### config.mk
export PLATFORM = sky130hd
export DESIGN_NAME = stop_line_pattern_detector
export DESIGN_NICKNAME = d
export VERILOG_FILES = /design/src/sv/slpd_pkg.sv /design/src/sv/slpd_front.sv /design/src/sv/slpd_queue.sv /design/src/sv/slpd_back.sv /design/src/sv/stop_line_pattern_detector.sv
export SDC_FILE = /design/constraint.sdc
export NUM_CORES = 1
export LEC_CHECK = 0
export BUFFER_PORTS_ARGS = -buffer_cell sky130_fd_sc_hd__buf_2
export CAP_MARGIN = 20
export CORE_MARGIN = 8
export CORE_UTILIZATION = 65
export CTS_BUF_LIST = sky130_fd_sc_hd__clkbuf_4
export CTS_CLUSTER_SIZE = 12
export DETAILED_ROUTE_END_ITERATION = 16
export PLACE_DENSITY = 0.86
export SKIP_CTS_REPAIR_TIMING = 1
export SYNTH_ARGS = -nofsm -noshare
export SYNTH_HDL_FRONTEND = slang
export SYNTH_SLANG_ARGS = --single-unit
### constraint.sdc
create_clock -name clk_i -period 5.6 [get_ports clk_i]
set_clock_uncertainty 0.05 [all_clocks]
set_input_delay 0.84 -clock clk_i [delete_from_list [all_inputs] [get_ports clk_i]]
set_output_delay 0.84 -clock clk_i [all_outputs]
set_load 0.05 [all_outputs]
### src/sv/slpd_pkg.sv
// Shared types, constants and helpers for the stop line pattern detector.
`timescale 1ns / 1ps

package slpd_pkg;

  // Defaults for the top level parameters.
  localparam int ColumnsDefault     = 128;
  localparam int RowsScannedDefault = 20;
  localparam int EdgeMarginDefault  = 10;

  // Depth of the queue between the front and back parts.
  localparam int QueueDepth = 2;

  // Configuration register indexes.
  localparam int CfgIndexW = 3;
  localparam int CfgDataW  = 9;
  localparam logic [CfgIndexW-1:0] CFG_WIDE_MIN      = 3'd0;
  localparam logic [CfgIndexW-1:0] CFG_NARROW_MIN    = 3'd1;
  localparam logic [CfgIndexW-1:0] CFG_GAP_MIN       = 3'd2;
  localparam logic [CfgIndexW-1:0] CFG_HEADING_LIMIT = 3'd3;
  localparam logic [CfgIndexW-1:0] CFG_WINDOW_HALF   = 3'd4;
  localparam logic [CfgIndexW-1:0] CFG_MIN_FAR_ROW   = 3'd5;

  // Pattern state code of the last bar, as it shows on the result port.
  localparam logic [2:0] PAT_LAST_BAR = 3'd5;

  // Register values after reset.
  localparam logic [6:0] WideMinReset      = 7'd10;
  localparam logic [6:0] NarrowMinReset    = 7'd2;
  localparam logic [6:0] GapMinReset       = 7'd2;
  localparam logic [8:0] HeadingLimitReset = 9'd50;
  localparam logic [7:0] WindowHalfReset   = 8'd50;
  localparam logic [5:0] MinFarRowReset    = 6'd11;

  // What the front part found at one column.
  typedef enum logic [1:0] {
    EV_NONE   = 2'd0,
    EV_NEWROW = 2'd1,
    EV_RISE   = 2'd2,
    EV_FALL   = 2'd3
  } slpd_event_e;

  // One classified column as it travels through the queue.
  typedef struct packed {
    slpd_event_e kind;
    logic [6:0]  pos;
    logic        heading_ok;
  } slpd_token_t;

  // Bar and gap minimums used by the back part.
  typedef struct packed {
    logic [6:0] wide_min;
    logic [6:0] narrow_min;
    logic [6:0] gap_min;
  } slpd_bar_cfg_t;

  // Window narrowing, 7*row/10, as a multiply by 1435/2048. The error stays
  // well below the smallest fractional step for every 6-bit row.
  function automatic logic [5:0] slpd_slope(input logic [5:0] row);
    logic [16:0] prod;
    prod = 17'(row) * 17'd1435;
    return prod[16:11];
  endfunction

endpackage

### src/sv/slpd_front.sv
// Front part: merges the pixels, finds edges inside the scan window and classifies each column.
`timescale 1ns / 1ps

module slpd_front
  import slpd_pkg::*;
#(
  parameter int COLUMNS      = ColumnsDefault,
  parameter int ROWS_SCANNED = RowsScannedDefault,
  parameter int EDGE_MARGIN  = EdgeMarginDefault
) (
  input  logic              clk_i,
  input  logic              rst_ni,
  input  logic              accept_i,
  input  logic              pix_top_i,
  input  logic              pix_mid_i,
  input  logic              pix_bot_i,
  input  logic [6:0]        column_i,
  input  logic [5:0]        row_i,
  input  logic [7:0]        center_i,
  input  logic signed [9:0] heading_i,
  input  logic [5:0]        far_row_i,
  input  logic [8:0]        heading_limit_i,
  input  logic [7:0]        window_half_i,
  input  logic [5:0]        min_far_row_i,
  output slpd_token_t       token_o
);

  localparam int LimitCol = COLUMNS - EDGE_MARGIN;
  localparam logic signed [10:0] LimitColS = 11'(LimitCol);
  localparam logic [6:0] RowsScannedW = 7'(ROWS_SCANNED);

  logic              prev_pixel_q, prev_pixel_d;
  logic              pix;
  logic              gate;
  logic              in_window;
  logic [6:0]        pos;
  logic [5:0]        slope;
  logic signed [10:0] pos_s, left, right, left_c, right_c;
  logic signed [10:0] heading_ext, heading_mag;

  // Merged pixel, forced to white inside the right margin.
  always_comb begin
    pix = pix_top_i | pix_mid_i | pix_bot_i;
    if ($signed({4'b0, column_i}) >= LimitColS) begin
      pix = 1'b0;
    end
  end

  // Scan window around the track centre, narrowing with the row.
  always_comb begin
    pos     = column_i - 7'd1;
    pos_s   = $signed({4'b0, pos});
    slope   = slpd_slope(row_i);
    left    = $signed({3'b0, center_i}) + $signed({5'b0, slope})
              - $signed({3'b0, window_half_i});
    right   = $signed({3'b0, center_i}) - $signed({5'b0, slope})
              + $signed({3'b0, window_half_i});
    left_c  = (left < 11'sd0) ? 11'sd0 : left;
    right_c = (right > LimitColS) ? LimitColS : right;
    in_window = (pos_s >= left_c) && (pos_s < right_c);
    gate    = (far_row_i > min_far_row_i) && ({1'b0, row_i} < RowsScannedW);
  end

  // Heading check, settled here so the back part only needs one flag.
  always_comb begin
    heading_ext = {heading_i[9], heading_i};
    heading_mag = (heading_ext < 11'sd0) ? -heading_ext : heading_ext;
  end

  // Classification of the column into one event.
  always_comb begin
    token_o.pos        = pos;
    token_o.heading_ok = heading_mag[9:0] < {1'b0, heading_limit_i};
    token_o.kind       = EV_NONE;
    if (column_i == 7'd0) begin
      token_o.kind = EV_NEWROW;
    end else if (gate && in_window) begin
      if (!prev_pixel_q && pix) begin
        token_o.kind = EV_RISE;
      end else if (prev_pixel_q && !pix) begin
        token_o.kind = EV_FALL;
      end
    end
  end

  // The previous pixel follows every accepted transaction.
  assign prev_pixel_d = accept_i ? pix : prev_pixel_q;

  always_ff @(posedge clk_i or negedge rst_ni) begin
    if (!rst_ni) begin
      prev_pixel_q <= 1'b0;
    end else begin
      prev_pixel_q <= prev_pixel_d;
    end
  end

endmodule

### src/sv/slpd_queue.sv
// Short queue of classified columns between the front and back parts.
`timescale 1ns / 1ps

module slpd_queue
  import slpd_pkg::*;
(
  input  logic        clk_i,
  input  logic        rst_ni,
  input  logic        push_i,
  input  slpd_token_t push_data_i,
  output logic        full_o,
  input  logic        pop_i,
  output logic        valid_o,
  output slpd_token_t pop_data_o
);

  localparam int PtrW = (QueueDepth > 1) ? $clog2(QueueDepth) : 1;
  localparam logic [PtrW:0] DepthW = (PtrW+1)'(QueueDepth);
  localparam logic [PtrW-1:0] LastPtr = PtrW'(QueueDepth - 1);

  slpd_token_t       mem_q [QueueDepth];
  logic [PtrW-1:0]   wr_ptr_q, wr_ptr_d, rd_ptr_q, rd_ptr_d;
  logic [PtrW:0]     count_q, count_d;
  logic              do_push, do_pop;

  assign full_o     = (count_q == DepthW);
  assign valid_o    = (count_q != '0);
  assign pop_data_o = mem_q[rd_ptr_q];
  assign do_push    = push_i && !full_o;
  assign do_pop     = pop_i && valid_o;

  // Pointer and fill count bookkeeping.
  always_comb begin
    wr_ptr_d = wr_ptr_q;
    rd_ptr_d = rd_ptr_q;
    count_d  = count_q;
    if (do_push) begin
      wr_ptr_d = (wr_ptr_q == LastPtr) ? '0 : wr_ptr_q + 1'b1;
    end
    if (do_pop) begin
      rd_ptr_d = (rd_ptr_q == LastPtr) ? '0 : rd_ptr_q + 1'b1;
    end
    if (do_push && !do_pop) begin
      count_d = count_q + 1'b1;
    end else if (do_pop && !do_push) begin
      count_d = count_q - 1'b1;
    end
  end

  always_ff @(posedge clk_i or negedge rst_ni) begin
    if (!rst_ni) begin
      wr_ptr_q <= '0;
      rd_ptr_q <= '0;
      count_q  <= '0;
    end else begin
      wr_ptr_q <= wr_ptr_d;
      rd_ptr_q <= rd_ptr_d;
      count_q  <= count_d;
    end
  end

  // Storage needs no reset; the fill count guards it.
  always_ff @(posedge clk_i) begin
    if (do_push) begin
      mem_q[wr_ptr_q] <= push_data_i;
    end
  end

endmodule

### src/sv/slpd_back.sv
// Back part: runs the bar pattern state machine and holds the result register.
`timescale 1ns / 1ps

module slpd_back
  import slpd_pkg::*;
(
  input  logic          clk_i,
  input  logic          rst_ni,
  input  slpd_bar_cfg_t cfg_i,
  input  logic          tok_valid_i,
  input  slpd_token_t   tok_i,
  output logic          tok_pop_o,
  output logic          out_valid_o,
  input  logic          out_stall_i,
  output logic          stop_hit_o,
  output logic          stopped_o,
  output logic [2:0]    pattern_state_o
);

  typedef enum logic [2:0] {
    MODE_IDLE   = 3'd0,
    MODE_BAR1   = 3'd1,
    MODE_GAP1   = 3'd2,
    MODE_NARROW = 3'd3,
    MODE_GAP2   = 3'd4,
    MODE_BAR3   = 3'd5
  } mode_e;

  mode_e       mode_q, mode_d;
  logic [6:0]  rise_q, rise_d, fall_q, fall_d;
  logic        stopped_q, stopped_d;
  logic        out_valid_q, out_valid_d;
  logic        hit_q, hit_d;
  logic        take;
  logic [7:0]  gap, width;
  logic        gap_ok, wide_ok, narrow_ok;

  // A token is taken whenever the result register is free or being drained.
  assign take      = tok_valid_i && (!out_valid_q || !out_stall_i);
  assign tok_pop_o = take;

  // Signed distances between edge positions; negative ones fail every test.
  always_comb begin
    gap       = {1'b0, tok_i.pos} - {1'b0, fall_q};
    width     = {1'b0, tok_i.pos} - {1'b0, rise_q};
    gap_ok    = !gap[7] && (gap[6:0] >= cfg_i.gap_min);
    wide_ok   = !width[7] && (width[6:0] >= cfg_i.wide_min);
    narrow_ok = !width[7] && (width[6:0] >= cfg_i.narrow_min) &&
                (width[6:0] < cfg_i.wide_min);
  end

  // Pattern transitions for one taken token.
  always_comb begin
    mode_d    = mode_q;
    rise_d    = rise_q;
    fall_d    = fall_q;
    stopped_d = stopped_q;
    hit_d     = 1'b0;
    case (tok_i.kind)
      EV_NEWROW: begin
        mode_d = MODE_IDLE;
      end
      EV_RISE: begin
        rise_d = tok_i.pos;
        case (mode_q)
          MODE_IDLE: mode_d = MODE_BAR1;
          MODE_GAP1: mode_d = gap_ok ? MODE_NARROW : MODE_IDLE;
          MODE_GAP2: mode_d = gap_ok ? MODE_BAR3 : MODE_IDLE;
          default:   mode_d = MODE_IDLE;
        endcase
      end
      EV_FALL: begin
        fall_d = tok_i.pos;
        case (mode_q)
          MODE_BAR1: begin
            if (wide_ok) begin
              mode_d = MODE_GAP1;
            end
          end
          MODE_NARROW: begin
            if (narrow_ok) begin
              mode_d = MODE_GAP2;
            end
          end
          MODE_BAR3: begin
            if (wide_ok && tok_i.heading_ok) begin
              hit_d     = 1'b1;
              stopped_d = 1'b1;
            end
          end
          default: mode_d = MODE_IDLE;
        endcase
      end
      default: begin
        mode_d = mode_q;
      end
    endcase
  end

  assign out_valid_d = take || (out_valid_q && out_stall_i);

  // Pattern state and result register.
  always_ff @(posedge clk_i or negedge rst_ni) begin
    if (!rst_ni) begin
      mode_q      <= MODE_IDLE;
      rise_q      <= '0;
      fall_q      <= '0;
      stopped_q   <= 1'b0;
      out_valid_q <= 1'b0;
      hit_q       <= 1'b0;
    end else begin
      out_valid_q <= out_valid_d;
      if (take) begin
        mode_q    <= mode_d;
        rise_q    <= rise_d;
        fall_q    <= fall_d;
        stopped_q <= stopped_d;
        hit_q     <= hit_d;
      end
    end
  end

  assign out_valid_o     = out_valid_q;
  assign stop_hit_o      = hit_q;
  assign stopped_o       = stopped_q;
  assign pattern_state_o = mode_q;

endmodule

### src/sv/stop_line_pattern_detector.sv
// Top level of the stop line pattern detector: configuration, front, queue and back.
//
//   Channel  Direction  Handshake                Payload
//   input    in         in_valid_i / in_stall_o  pix_*_i, column_i, row_i, center_i,
//                                                heading_i, far_row_i
//   output   out        out_valid_o / out_stall_i stop_hit_o, stopped_o, pattern_state_o
//   config   in         cfg_we_i                 cfg_index_i, cfg_data_i
//
// One column transaction is accepted per cycle while the queue is not full; its result
// passes through the queue, then is presented from the back part's result register.
// The back part's pattern state machine settles one column per cycle unless stalled.
// Reset clears the pattern state, the stopped mark and the queue, and loads the
// register defaults. A stalled output fills the two-entry queue, after which the
// input is stalled until the result register drains.
`timescale 1ns / 1ps

module stop_line_pattern_detector
  import slpd_pkg::*;
#(
  parameter int COLUMNS      = ColumnsDefault,
  parameter int ROWS_SCANNED = RowsScannedDefault,
  parameter int EDGE_MARGIN  = EdgeMarginDefault
) (
  input  logic                 clk_i,
  input  logic                 rst_ni,
  input  logic                 cfg_we_i,
  input  logic [CfgIndexW-1:0] cfg_index_i,
  input  logic [CfgDataW-1:0]  cfg_data_i,
  input  logic                 in_valid_i,
  output logic                 in_stall_o,
  input  logic                 pix_top_i,
  input  logic                 pix_mid_i,
  input  logic                 pix_bot_i,
  input  logic [6:0]           column_i,
  input  logic [5:0]           row_i,
  input  logic [7:0]           center_i,
  input  logic signed [9:0]    heading_i,
  input  logic [5:0]           far_row_i,
  output logic                 out_valid_o,
  input  logic                 out_stall_i,
  output logic                 stop_hit_o,
  output logic                 stopped_o,
  output logic [2:0]           pattern_state_o
);

  logic [6:0]    wide_min_q, narrow_min_q, gap_min_q;
  logic [8:0]    heading_limit_q;
  logic [7:0]    window_half_q;
  logic [5:0]    min_far_row_q;
  logic          accept;
  logic          q_full, q_valid, q_pop;
  slpd_token_t   front_tok, back_tok;
  slpd_bar_cfg_t bar_cfg;

  // Configuration registers; each keeps only its own width.
  always_ff @(posedge clk_i or negedge rst_ni) begin
    if (!rst_ni) begin
      wide_min_q      <= WideMinReset;
      narrow_min_q    <= NarrowMinReset;
      gap_min_q       <= GapMinReset;
      heading_limit_q <= HeadingLimitReset;
      window_half_q   <= WindowHalfReset;
      min_far_row_q   <= MinFarRowReset;
    end else if (cfg_we_i) begin
      case (cfg_index_i)
        CFG_WIDE_MIN:      wide_min_q      <= cfg_data_i[6:0];
        CFG_NARROW_MIN:    narrow_min_q    <= cfg_data_i[6:0];
        CFG_GAP_MIN:       gap_min_q       <= cfg_data_i[6:0];
        CFG_HEADING_LIMIT: heading_limit_q <= cfg_data_i[8:0];
        CFG_WINDOW_HALF:   window_half_q   <= cfg_data_i[7:0];
        CFG_MIN_FAR_ROW:   min_far_row_q   <= cfg_data_i[5:0];
        default: begin
        end
      endcase
    end
  end

  assign in_stall_o = q_full;
  assign accept     = in_valid_i && !q_full;

  assign bar_cfg.wide_min   = wide_min_q;
  assign bar_cfg.narrow_min = narrow_min_q;
  assign bar_cfg.gap_min    = gap_min_q;

  // Front part: classification of each accepted column.
  slpd_front #(
    .COLUMNS      (COLUMNS),
    .ROWS_SCANNED (ROWS_SCANNED),
    .EDGE_MARGIN  (EDGE_MARGIN)
  ) u_front (
    .clk_i           (clk_i),
    .rst_ni          (rst_ni),
    .accept_i        (accept),
    .pix_top_i       (pix_top_i),
    .pix_mid_i       (pix_mid_i),
    .pix_bot_i       (pix_bot_i),
    .column_i        (column_i),
    .row_i           (row_i),
    .center_i        (center_i),
    .heading_i       (heading_i),
    .far_row_i       (far_row_i),
    .heading_limit_i (heading_limit_q),
    .window_half_i   (window_half_q),
    .min_far_row_i   (min_far_row_q),
    .token_o         (front_tok)
  );

  // Queue decoupling the two parts.
  slpd_queue u_queue (
    .clk_i       (clk_i),
    .rst_ni      (rst_ni),
    .push_i      (in_valid_i),
    .push_data_i (front_tok),
    .full_o      (q_full),
    .pop_i       (q_pop),
    .valid_o     (q_valid),
    .pop_data_o  (back_tok)
  );

  // Back part: pattern state machine and results.
  slpd_back u_back (
    .clk_i           (clk_i),
    .rst_ni          (rst_ni),
    .cfg_i           (bar_cfg),
    .tok_valid_i     (q_valid),
    .tok_i           (back_tok),
    .tok_pop_o       (q_pop),
    .out_valid_o     (out_valid_o),
    .out_stall_i     (out_stall_i),
    .stop_hit_o      (stop_hit_o),
    .stopped_o       (stopped_o),
    .pattern_state_o (pattern_state_o)
  );

endmodule

==> qor.yml <==
fin_area_um2: 9570
hp-class: "flop to flop"
synth.net_count: 1063
synthCells: 859
drtAntennaViolNets: 0
wl_per_cell_um: 17.0
die_area_um2: 15900
setup_viol: 4
yosys-top-cells-area: "ha_1, dfrtp_1, edfxtp_1"
slowest_delay_ps: 530
worstPathMaxFanout: 5
grt_pass1_wl_um: 31600
gp_congestion: 0.901
io_pins: 64
worst_pin_slew_ps: 928
finalWorstSetupSlack_ps: -1950
drv_cap: 0
cts_buffer_depth: 2
grt_max_degree: 70
violations: "setup timing"
critPathKind: "primary input to flop"
outcome: "complete, but fails checks"
critPathCaptureType: "flop"
n_antenna_cell: 0
timing_hold_violations_final: 0
via_per_inst: 5.74
io_buffer_count: 63
yosys.area_share.simple_pct: 12.7
vias: 6733
grt_usage_pct: 24.1
first_global_vias: 7084
root_buffer: "clkbuf_4"
max_slew_margin_pct: 37.9
grt_setup_unrepaired: "true"
report.final.slew_viol_count: 0
ys_types: 74
synth_xor_area_share_pct: 5.67
synthesis.area_um2: 7880
synth_common_cells: "ha_1, inv_1, nor2_1, nand2_1, dfrtp_1"
antenna_found_initial: 1
synth_top_area_share_pct: 20.6
min_period_ps: 7550
drt-pass1-iter-count: 5
multi_input_area_um2: 5270
critical_path_buf_inv_count: 4
ys_ff_latch: 89
startpoint_type: "primary input"
core-area_um2: 11900
overflow: 0
clk_transition_reported_paths_ps: 160
synth_ff_type: "dfrtp_1"
leakagePower_nw: 4.74
die_y_um: 126
drt_wl_total_um: 20000
synth_top_family_by_area: "adder cells"
seq_area_um2: 2340
worstPathRequired_ps: 5870
cp_top_family: "compound AO/OA/AOI/OAI gates"
fmax_ghz: 0.132
synth_edf_count: 20
die_w_um: 126
syn_area_per_cell_um2: 9.17
synth_compound_area_share_pct: 16.0
initial_core_util_pct: 66.2
yosys.area.top_type: "ha_1"
ys_warn_count: 0
drc: 0
fin_setup_tns_ps: -7640
final_util_pct: 80.3
cellPowerDensity_nw_per_um2: 628
async_flop_share_pct: 77.5
synth_mux_area_share_pct: 3.87
arrival_ps: 7820
cts_tree: "built"
drive_gt1_share_pct: 26.7
h-tree-depth: 3
area_growth_pct: 21.4
crit_slowest_cell: "fa_1"
dp_hpwl_um: 15200
rows: 40
ir_worst_vdd_mv: 0.357
min_period_over_period_pct: 135
fin_hold_ws_ps: 430
seq_area_frac_synth_pct: 29.7
nets: 1226
numCtsBuffers: 9
cts.sinks: 89
fill_cells: 729
synth-adder-area-share_pct: 25.1
clock_latency_ps: 450
first_iter_violations: 402
dpl_cell_area_um2: 9120
## state kept, by name, summed over array words and instances, names as in the netlist, 6 cells and up
register         count
heading_limit_q      9
gap_min_q            7
narrow_min_q         7
u_back.rise_q        7
min_far_row_q        6
wide_min_q           7
u_back.fall_q        7
window_half_q        8
u_queue.mem_q       20
## logic make-up after synthesis
group,after synthesis
fa+ha+maj,148
mux,28
simple gates,210
buf+inv,144
xor+xnor,51
flops,89
compound gates,189
## metal layers
layer | share of wire [%] | up-vias | global-route usage [%]
met1 | 40 | 3246 | 26.6
li1 | - | 3275 | -
met5 | 0.065 | - | 0
met4 | 3.8 | 2 | 10.8
met2 | 53 | 157 | 45.0
met3 | 3.1 | 53 | 3.38
## per-stage QoR
step,total power [mW],cells,worst slack [ps]
floorplan,3.81,859,-1530
global placement,4.95,1150,-1960
detailed placement,5.18,1150,-2320
CTS,5.63,1166,-1920
global route,6.56,1174,-2310
finish,6.01,1174,-1950
## final timing paths
check,depth (start not counted),from,end,slack [ps]
min,1,u_back.stopped_o,u_back.stopped_o,430
max reg2reg,16,u_queue.rd_ptr_q,u_back.pattern_state_o[1],1140
min reg2reg,1,u_back.stopped_o,u_back.stopped_o,430
max in group asynchronous,2,rst_ni,wide_min_q[2],4400
min in group asynchronous,2,rst_ni,heading_limit_q[3],510
max,38,row_i[3],u_queue.mem_q[0][8],-1950
## cell usage in the layout (no fill, tap or decap), drive strengths merged, types with 8 or more instances in the layout
cell,instances
nor3,9
a21oi,45
dfrtp,56
o21a,10
nand3,9
nor2b,16
edfxtp,20
mux2,20
nor2,68
mux2i,8
dfstp,13
xnor2,35
fa,17
clkbuf,10
o21ai,54
nand2,67
nand2b,12
buf,165
ha,130
inv,133
xor2,16
a21o,17
## layout make-up
| type | count | share of cell area [%] |
|---|---|---|
| Multi-Input combinational cell | 626 | 55.0 |
| Sequential cell | 89 | 24.5 |
| Timing Repair Buffer | 165 | 11.7 |
| Inverter | 131 | 5.14 |
| Tap cell | 147 | 1.92 |
| Clock inverter | 6 | 0.942 |
| Clock buffer | 10 | 0.785 |
## report_power, final
group	total (mW)	switching, mW	internal [mW]
sequential	0.986	0.120	0.866
combinational	4.60	2.39	2.22
clock	0.421	0.232	0.189
Note: power is estimated with default switching activity, not from simulation.
